## src/design/qafm_pkg.sv

```systemverilog
// Shared types, register codes and reset constants for the quad arming,
// failsafe and motor mixer block. No dependencies.
package qafm_pkg;

   localparam int CSR_IDX_W  = 3;
   localparam int CSR_DATA_W = 16;
   localparam int PW_W       = 12;
   localparam int TIMER_W    = 16;
   localparam int MIX_W      = 20;
   localparam int NUM_MOTORS = 4;

   typedef logic [PW_W-1:0]        pw_type;
   typedef logic [TIMER_W-1:0]     timer_type;
   typedef logic signed [MIX_W-1:0] mix_sum_type;

   // Register indexes on the csr port
   localparam logic [CSR_IDX_W-1:0] CSR_MAGIC_VALUE   = 3'd0;
   localparam logic [CSR_IDX_W-1:0] CSR_THR_FLOOR     = 3'd1;
   localparam logic [CSR_IDX_W-1:0] CSR_THR_CEILING   = 3'd2;
   localparam logic [CSR_IDX_W-1:0] CSR_LOW_THR_LIMIT = 3'd3;
   localparam logic [CSR_IDX_W-1:0] CSR_ARM_HOLD_MS   = 3'd4;
   localparam logic [CSR_IDX_W-1:0] CSR_LINK_TIMEOUT  = 3'd5;

   localparam logic [7:0] MAGIC_VALUE_RST   = 8'hA5;
   localparam pw_type     THR_FLOOR_RST     = 12'd1000;
   localparam pw_type     THR_CEILING_RST   = 12'd2000;
   localparam pw_type     LOW_THR_LIMIT_RST = 12'd1080;
   localparam timer_type  ARM_HOLD_MS_RST   = 16'd2000;
   localparam timer_type  LINK_TIMEOUT_RST  = 16'd500;
   localparam timer_type  SILENCE_RST       =
      (LINK_TIMEOUT_RST == 16'hFFFF) ? 16'hFFFF : LINK_TIMEOUT_RST + 16'd1;

   typedef struct packed {
      logic [7:0] magic_value;
      pw_type     throttle_floor;
      pw_type     throttle_ceiling;
      pw_type     low_throttle_limit;
      timer_type  arm_hold_ms;
      timer_type  link_timeout_ms;
   } cfg_type;

   typedef struct packed {
      pw_type [NUM_MOTORS-1:0] motor;
      pw_type                  idle;
      logic                    base_low;
   } mix_type;

   // Saturate x into [lo, hi]; a floor above the ceiling yields the floor for x below it, else the ceiling
   function automatic pw_type clamp_pw(mix_sum_type x, pw_type lo, pw_type hi);
      mix_sum_type lo_s;
      mix_sum_type hi_s;
      pw_type      res;
      lo_s = mix_sum_type'({{(MIX_W-PW_W){1'b0}}, lo});
      hi_s = mix_sum_type'({{(MIX_W-PW_W){1'b0}}, hi});
      if (x < lo_s) begin
         res = lo;
      end else if (x > hi_s) begin
         res = hi;
      end else begin
         res = x[PW_W-1:0];
      end
      return res;
   endfunction

   function automatic timer_type sat_inc(timer_type v);
      return (v == {TIMER_W{1'b1}}) ? v : v + timer_type'(1);
   endfunction

endpackage

```

## src/design/quad_arming_failsafe_mixer_unit.sv

```systemverilog
// Quadcopter X mixer with arming interlock and link failsafe.
// A word accepted on req passes from the input register into the result register and
// then appears on rsp. One word per cycle while rsp_ready does not stall the result register.
// Reset (synchronous): disarmed, hold cleared, silence timer at timeout plus one,
// motors at the floor reset value, config registers at their reset values.
// Depends on qafm_pkg, qafm_csr, qafm_mixer.
module quad_arming_failsafe_mixer_unit (
   input  logic                             clock,
   input  logic                             reset,
   input  logic                             req_valid,
   output logic                             req_ready,
   input  logic                             req_mode,
   input  logic [7:0]                       req_tag,
   input  logic [15:0]                      req_throttle_in,
   input  logic signed [15:0]               req_pitch_in,
   input  logic signed [15:0]               req_roll_in,
   input  logic signed [15:0]               req_yaw_in,
   input  logic [7:0]                       req_arm_request,
   output logic                             rsp_valid,
   input  logic                             rsp_ready,
   output logic [11:0]                      rsp_motor_front_left,
   output logic [11:0]                      rsp_motor_front_right,
   output logic [11:0]                      rsp_motor_rear_right,
   output logic [11:0]                      rsp_motor_rear_left,
   output logic                             rsp_armed_out,
   output logic                             rsp_packet_accepted,
   output logic                             rsp_failsafe_trip,
   input  logic                             csr_valid,
   output logic                             csr_ready,
   input  logic [qafm_pkg::CSR_IDX_W-1:0]   csr_index,
   input  logic [qafm_pkg::CSR_DATA_W-1:0]  csr_wdata
);

   qafm_pkg::cfg_type cfg;
   qafm_pkg::mix_type mix;

   // input register
   logic               in_valid_ff, in_valid_in;
   logic               mode_ff;
   logic [7:0]         tag_ff;
   logic [15:0]        thr_ff;
   logic signed [15:0] pitch_ff;
   logic signed [15:0] roll_ff;
   logic signed [15:0] yaw_ff;
   logic [7:0]         arm_req_ff;

   // block state and result register
   logic                                          rsp_valid_ff, rsp_valid_in;
   logic                                          armed_ff, armed_in;
   logic                                          hold_active_ff, hold_active_in;
   qafm_pkg::timer_type                           hold_elapsed_ff, hold_elapsed_in;
   qafm_pkg::timer_type                           silence_ff, silence_in;
   qafm_pkg::pw_type [qafm_pkg::NUM_MOTORS-1:0]   motor_ff, motor_in;
   logic                                          accepted_ff, accepted_in;
   logic                                          trip_ff, trip_in;

   logic                req_take;
   logic                advance;
   logic                do_idle;
   qafm_pkg::timer_type hold_eff;
   qafm_pkg::timer_type silence_next;

   qafm_csr u_csr (
      .clock     (clock),
      .reset     (reset),
      .csr_valid (csr_valid),
      .csr_ready (csr_ready),
      .csr_index (csr_index),
      .csr_wdata (csr_wdata),
      .cfg       (cfg)
   );

   qafm_mixer u_mixer (
      .cfg      (cfg),
      .throttle (thr_ff),
      .pitch    (pitch_ff),
      .roll     (roll_ff),
      .yaw      (yaw_ff),
      .mix      (mix)
   );

   // advance when the result register is empty or being drained
   assign advance   = in_valid_ff && (!rsp_valid_ff || rsp_ready);
   assign req_ready = !in_valid_ff || !rsp_valid_ff || rsp_ready;
   assign req_take  = req_valid && req_ready;

   assign in_valid_in  = req_take ? 1'b1 : (advance ? 1'b0 : in_valid_ff);
   assign rsp_valid_in = advance ? 1'b1 : (rsp_ready ? 1'b0 : rsp_valid_ff);

   always_comb begin
      armed_in        = armed_ff;
      hold_active_in  = hold_active_ff;
      hold_elapsed_in = hold_elapsed_ff;
      silence_in      = silence_ff;
      motor_in        = motor_ff;
      accepted_in     = accepted_ff;
      trip_in         = trip_ff;
      do_idle         = 1'b0;
      hold_eff        = hold_active_ff ? hold_elapsed_ff : '0;
      silence_next    = qafm_pkg::sat_inc(silence_ff);
      if (advance) begin
         accepted_in = 1'b0;
         trip_in     = 1'b0;
         if (!mode_ff) begin
            if (tag_ff == cfg.magic_value) begin
               accepted_in = 1'b1;
               silence_in  = '0;
               if (!armed_ff) begin
                  // restart the hold on its first qualifying packet
                  if ((arm_req_ff != 8'd0) &&
                      (thr_ff < {4'd0, cfg.low_throttle_limit})) begin
                     hold_active_in  = 1'b1;
                     hold_elapsed_in = hold_eff;
                     if (hold_eff >= cfg.arm_hold_ms) begin
                        armed_in = 1'b1;
                     end
                  end else begin
                     hold_active_in  = 1'b0;
                     hold_elapsed_in = '0;
                  end
                  do_idle = 1'b1;
               end else if (mix.base_low) begin
                  do_idle = 1'b1;
               end else begin
                  motor_in = mix.motor;
               end
            end
         end else begin
            if (hold_active_ff) begin
               hold_elapsed_in = qafm_pkg::sat_inc(hold_elapsed_ff);
            end
            silence_in = silence_next;
            if (silence_next > cfg.link_timeout_ms) begin
               trip_in         = 1'b1;
               armed_in        = 1'b0;
               hold_active_in  = 1'b0;
               hold_elapsed_in = '0;
               do_idle         = 1'b1;
            end
         end
         if (do_idle) begin
            motor_in = {qafm_pkg::NUM_MOTORS{mix.idle}};
         end
      end
   end

   always_ff @(posedge clock) begin
      if (reset) begin
         in_valid_ff     <= 1'b0;
         rsp_valid_ff    <= 1'b0;
         armed_ff        <= 1'b0;
         hold_active_ff  <= 1'b0;
         hold_elapsed_ff <= '0;
         silence_ff      <= qafm_pkg::SILENCE_RST;
         motor_ff        <= {qafm_pkg::NUM_MOTORS{qafm_pkg::THR_FLOOR_RST}};
         accepted_ff     <= 1'b0;
         trip_ff         <= 1'b0;
      end else begin
         in_valid_ff     <= in_valid_in;
         rsp_valid_ff    <= rsp_valid_in;
         armed_ff        <= armed_in;
         hold_active_ff  <= hold_active_in;
         hold_elapsed_ff <= hold_elapsed_in;
         silence_ff      <= silence_in;
         motor_ff        <= motor_in;
         accepted_ff     <= accepted_in;
         trip_ff         <= trip_in;
      end
   end

   // payload of the input register; hold while not taking a word
   always_ff @(posedge clock) begin
      if (req_take) begin
         mode_ff    <= req_mode;
         tag_ff     <= req_tag;
         thr_ff     <= req_throttle_in;
         pitch_ff   <= req_pitch_in;
         roll_ff    <= req_roll_in;
         yaw_ff     <= req_yaw_in;
         arm_req_ff <= req_arm_request;
      end
   end

   assign rsp_valid             = rsp_valid_ff;
   assign rsp_motor_front_left  = motor_ff[0];
   assign rsp_motor_front_right = motor_ff[1];
   assign rsp_motor_rear_right  = motor_ff[2];
   assign rsp_motor_rear_left   = motor_ff[3];
   assign rsp_armed_out         = armed_ff;
   assign rsp_packet_accepted   = accepted_ff;
   assign rsp_failsafe_trip     = trip_ff;

endmodule

```

## src/design/qafm_csr.sv

```systemverilog
// Configuration register file for the mixer block.
// Depends on qafm_pkg for register codes, reset values and cfg_type.
module qafm_csr (
   input  logic                             clock,
   input  logic                             reset,
   input  logic                             csr_valid,
   output logic                             csr_ready,
   input  logic [qafm_pkg::CSR_IDX_W-1:0]   csr_index,
   input  logic [qafm_pkg::CSR_DATA_W-1:0]  csr_wdata,
   output qafm_pkg::cfg_type                cfg
);

   qafm_pkg::cfg_type cfg_ff;
   qafm_pkg::cfg_type cfg_in;

   assign csr_ready = 1'b1;
   assign cfg       = cfg_ff;

   always_comb begin
      cfg_in = cfg_ff;
      if (csr_valid) begin
         unique case (csr_index)
            qafm_pkg::CSR_MAGIC_VALUE:   cfg_in.magic_value        = csr_wdata[7:0];
            qafm_pkg::CSR_THR_FLOOR:     cfg_in.throttle_floor     = csr_wdata[11:0];
            qafm_pkg::CSR_THR_CEILING:   cfg_in.throttle_ceiling   = csr_wdata[11:0];
            qafm_pkg::CSR_LOW_THR_LIMIT: cfg_in.low_throttle_limit = csr_wdata[11:0];
            qafm_pkg::CSR_ARM_HOLD_MS:   cfg_in.arm_hold_ms        = csr_wdata;
            qafm_pkg::CSR_LINK_TIMEOUT:  cfg_in.link_timeout_ms    = csr_wdata;
            default:                     cfg_in = cfg_ff;
         endcase
      end
   end

   always_ff @(posedge clock) begin
      if (reset) begin
         cfg_ff.magic_value        <= qafm_pkg::MAGIC_VALUE_RST;
         cfg_ff.throttle_floor     <= qafm_pkg::THR_FLOOR_RST;
         cfg_ff.throttle_ceiling   <= qafm_pkg::THR_CEILING_RST;
         cfg_ff.low_throttle_limit <= qafm_pkg::LOW_THR_LIMIT_RST;
         cfg_ff.arm_hold_ms        <= qafm_pkg::ARM_HOLD_MS_RST;
         cfg_ff.link_timeout_ms    <= qafm_pkg::LINK_TIMEOUT_RST;
      end else begin
         cfg_ff <= cfg_in;
      end
   end

endmodule

```

## src/design/qafm_mixer.sv

```systemverilog
// X-frame mixer: clamps the throttle base, mixes pitch, roll and yaw into
// four saturated motor commands. Depends on qafm_pkg.
module qafm_mixer (
   input  qafm_pkg::cfg_type    cfg,
   input  logic [15:0]          throttle,
   input  logic signed [15:0]   pitch,
   input  logic signed [15:0]   roll,
   input  logic signed [15:0]   yaw,
   output qafm_pkg::mix_type    mix
);

   localparam int EXT_W = qafm_pkg::MIX_W - 16;
   localparam int PAD_W = qafm_pkg::MIX_W - qafm_pkg::PW_W;

   qafm_pkg::pw_type      base;
   qafm_pkg::mix_sum_type base_s;
   qafm_pkg::mix_sum_type pitch_s;
   qafm_pkg::mix_sum_type roll_s;
   qafm_pkg::mix_sum_type yaw_s;
   qafm_pkg::mix_sum_type sum_fl;
   qafm_pkg::mix_sum_type sum_fr;
   qafm_pkg::mix_sum_type sum_rr;
   qafm_pkg::mix_sum_type sum_rl;

   always_comb begin
      base    = qafm_pkg::clamp_pw(qafm_pkg::mix_sum_type'({{EXT_W{1'b0}}, throttle}),
                                   cfg.throttle_floor, cfg.throttle_ceiling);
      base_s  = qafm_pkg::mix_sum_type'({{PAD_W{1'b0}}, base});
      pitch_s = qafm_pkg::mix_sum_type'({{EXT_W{pitch[15]}}, pitch});
      roll_s  = qafm_pkg::mix_sum_type'({{EXT_W{roll[15]}}, roll});
      yaw_s   = qafm_pkg::mix_sum_type'({{EXT_W{yaw[15]}}, yaw});

      sum_fl  = base_s + pitch_s - roll_s + yaw_s;
      sum_fr  = base_s + pitch_s + roll_s - yaw_s;
      sum_rr  = base_s - pitch_s + roll_s + yaw_s;
      sum_rl  = base_s - pitch_s - roll_s - yaw_s;

      mix.motor[0] = qafm_pkg::clamp_pw(sum_fl, cfg.throttle_floor, cfg.throttle_ceiling);
      mix.motor[1] = qafm_pkg::clamp_pw(sum_fr, cfg.throttle_floor, cfg.throttle_ceiling);
      mix.motor[2] = qafm_pkg::clamp_pw(sum_rr, cfg.throttle_floor, cfg.throttle_ceiling);
      mix.motor[3] = qafm_pkg::clamp_pw(sum_rl, cfg.throttle_floor, cfg.throttle_ceiling);
      mix.idle     = qafm_pkg::clamp_pw(qafm_pkg::mix_sum_type'({{PAD_W{1'b0}},
                                        cfg.throttle_floor}),
                                        cfg.throttle_floor, cfg.throttle_ceiling);
      mix.base_low = (base < cfg.low_throttle_limit);
   end

endmodule

```

## config.mk

```make
export PLATFORM = sky130hd
export DESIGN_NAME = quad_arming_failsafe_mixer_unit
export DESIGN_NICKNAME = d
export VERILOG_FILES = /design/src/design/qafm_pkg.sv /design/src/design/quad_arming_failsafe_mixer_unit.sv /design/src/design/qafm_csr.sv /design/src/design/qafm_mixer.sv
export SDC_FILE = /design/constraint.sdc
export NUM_CORES = 1
export LEC_CHECK = 0
export BUFFER_PORTS_ARGS = -buffer_cell sky130_fd_sc_hd__buf_2
export CAP_MARGIN = 20
export CORE_MARGIN = 2
export CORE_UTILIZATION = 40
export DETAILED_ROUTE_END_ITERATION = 16
export GPL_ROUTABILITY_DRIVEN = 0
export SKIP_CTS_REPAIR_TIMING = 1
export SLEW_MARGIN = 15
export SYNTH_ARGS = -nofsm -noshare
export SYNTH_HDL_FRONTEND = slang
export SYNTH_SLANG_ARGS = --single-unit
export TNS_END_PERCENT = 1
```

## constraint.sdc

```tcl
create_clock -name clock -period 9.87 [get_ports clock]
set_clock_uncertainty 0.05 [all_clocks]
set_input_delay 0.4935 -clock clock [delete_from_list [all_inputs] [get_ports clock]]
set_output_delay 0.4935 -clock clock [all_outputs]
set_load 0.05 [all_outputs]
```

==> summary.md <==
| Metric | Value |
|---|---|
| Placed wire-length estimate | `63400 um` |
| Port Buffers | `157` |
| Tcrit/Tclk final | `95.8%` |
| Async SR Flop Fraction | `0%` |
| Worst-path clk slew | `0.06 ns` |
| Initial core utilization | `40.6%` |
| Minimum clock period | `9.46 ns` |
| Via/cell ratio | `5.81` |
| Boundary pin count | `159` |
| Final hold vios | `0` |
| CTS tree | `built` |
| Worst EP arrival | `9.88 ns` |
| Initial antenna violation count | `0` |
| Slew HR | `24.9%` |
| FMAX | `0.106 GHz` |
| Grt total ovfl | `0` |
| Initial DRC Count | `2193` |
| CTS Root Cell | `clkbuf_16` |
| Clk sinks | `243` |
| Final worst slack | `0.413 ns` |
| Pre-CTS setup slack | `0.247 ns` |
| Die Ht | `241 um` |
| Placed Instances | `3579` |
| Lkg Pwr | `11.3 nW` |
| CP Data Required Time | `10.29 ns` |
| Critical path class | `register to register` |
| Mapped cell area | `0.0224 mm2` |
| Unrepaired setup endpoints after global routing | `true` |
| Maximum vdd drop | `172 uV` |
| Cell taking the most area after synthesis | `ha_1` |
| Max incr delay on CP | `0.50 ns` |
| Worst-Margin Slew | `1.11 ns` |
| Dominant cell by count in the synthesized netlist | `ha_1` |
| Worst-path fanout max | `11` |
| Area Overhead vs Synth | `14.9%` |
| Worst path slowest cell | `or4_1` |
| Status | `finished clean` |
| Worst-Skew Late Latency | `0.59 ns` |
| Final std cells w/o fill | `3656` |
| H-tree depth | `1` |
| # setup viols final | `0` |
| Max Buffers Root-to-Sink | `3` |
| Mapped Nets | `3151` |
| Worst Setup Start Kind | `register` |
| Max cap viols | `0` |
| FP Rows | `86` |
| Full die area | `0.0579 mm2` |
| First-pass GRT wire length | `119000 um` |
| Vias in the first global route | `20221` |
| Nets | `3351` |
| Yosys reg bits | `243` |
| Vias | `21237` |
| Drt pass-1 iters | `7` |
| Final WL | `79200 um` |
| Post-route cell area | `0.0257 mm2` |
| Largest net degree at the start of global routing | `58` |
| Hold Slack | `0.0231 ns` |
| Die extent in x | `241 um` |
| # diodes | `0` |
| Synth warnings | `0` |
| Layout cells sized above 1 | `13.3%` |
| Drt drc | `0` |
| Crit end category | `register` |
| Wire per inst | `21.7 um` |
| Gate Count Post-Synth | `2684` |
| Hold Crit Class | `input port to register` |
| PD cells | `239 mW/mm2` |
| Slew Limit Fails | `0` |
| Core area | `0.0552 mm2` |
| Ranking of synthesized cells by area | `ha_1, dfxtp_1, edfxtp_1` |
| Commonest cells post-synth | `ha_1, a21oi_1, nand2_1, nor2_1, inv_1` |
| Synth cell types | `91` |
| Design Power | `6.15 mW` |
| Main synth FF type | `dfxtp_1` |
| Post-synthesis sequential area ratio | `25.3%` |
| Total CTS buffers | `30` |
| Routed Antenna Nets | `0` |
| EDFF count, synth | `81` |
| Synth top area share | `19.7%` |
| Avg Inst Size Synth | `8.35 um2` |
| Placed Area | `0.0244 mm2` |
| Total GRT Usage | `26.7%` |
[registers in the layout, indices dropped and copies added (netlist names), 8 cells and up]
signal and count:
hold_elapsed_ff 16, pitch_ff 16, rsp_motor_rear_right 12, thr_ff 16, rsp_motor_front_right 12, rsp_motor_rear_left 12, yaw_ff 16, arm_req_ff 8
rsp_motor_front_left 12, u_csr.cfg 76, tag_ff 8, silence_ff 16, roll_ff 16
[cells by family (layout without fill, tap and decap cells)]
group / after synthesis / count (layout) / synth area share (%)
XOR/XNOR: 148 / 148 / 5.78
AO/OA/AOI/OAI: 810 / 810 / 24.0
other: 1 / 1 / 0.0167
flip-flops: 243 / 243 / 25.3
buffers and inverters: 290 / 514 / 5.00
AND/OR/NAND/NOR: 758 / 758 / 16.0
adder cells (fa/ha/maj): 362 / 362 / 20.5
multiplexers: 72 / 72 / 3.32
[worst paths after layout]
kind | startpoint | end | slack (ns) | cells after the start
max | u_csr.cfg[53]$_SDFFE_PP1P_ | rsp_motor_rear_left[8]$_SDFFE_PP1P_ | 0.41 | 38
min reg2reg | u_csr.cfg[15]$_SDFFE_PP0P_ | u_csr.cfg[15]$_SDFFE_PP0P_ | 0.40 | 2
min | req_tag[2] | tag_ff[2]$_DFFE_PP_ | 0.02 | 1
max reg2reg | u_csr.cfg[53]$_SDFFE_PP1P_ | rsp_motor_rear_left[8]$_SDFFE_PP1P_ | 0.41 | 38
[layout make-up]
cell class,count,area [um2]
Fill cell,5361,29500
Multi-Input combinational cell,2151,15700
Sequential cell,243,5680
Timing Repair Buffer,266,1640
Tap cell,748,936
Clock buffer,46,913
Inverter,192,728
Clock inverter,10,108
[worst max-delay path: cells and delay by family (launching register included)]
family | cells | cell delay, ns
muxes | 3 | 1.13
DFF | 1 | 0.41
adders and majority gates | 5 | 1.73
buffers and inverters | 4 | 0.72
xor gates and xnor gates | 3 | 0.99
and+or+nand+nor | 8 | 1.39
AOI/OAI and AO/OA | 15 | 2.88
[power by group]
part	switching (mW)	internal, mW	leakage, nW
clock	0.461	0.666	0.506
sequential	0.0472	1.08	2.11
combinational	2.40	1.49	8.70
total	2.91	3.24	11.3
[routing by layer]
metal | vias to the layer above | wire, um | track usage [%]
met3 | 183 | 6060 | 4.11
met5 | - | 0 | 0
met4 | 0 | 3770 | 11.3
li1 | 10113 | - | -
met1 | 10038 | 34000 | 35.5
met2 | 903 | 35400 | 43.0
[placed cells by master (no fill, tap or decap), types with 29 or more instances in the layout]
master     netlist  layout
a21oi_1        252     251
edfxtp_1        81      81
o211ai_1        48      48
ha_1           352     349
a21o_1          81      81
buf_4            6      96
inv_1          191     189
o21a_1          36      36
nand4_1         38      38
nor2b_1         37      37
o21bai_1        29      29
buf_2            7     157
nand2b_1        43      43
nor3_1          44      43
o21ai_0        128     125
clkbuf_16        0      32
xor2_1          41      39
nand2_1        224     224
nor2_1         224     224
xnor2_1        107     106
dfxtp_1        162     161
mux2i_1         56      56
nand3_1         41      41
[metrics by stage]
stage	TNS, ns	utilization (%)
2_1_floorplan	0	-
3_3_place_gp	0	44.2
3_5_place_dp	0	44.2
4_1_cts	0	46.1
5_1_grt	-0.0677	46.6
6_report	0	46.6
No activity file was read; power rests on OpenSTA's default activity.
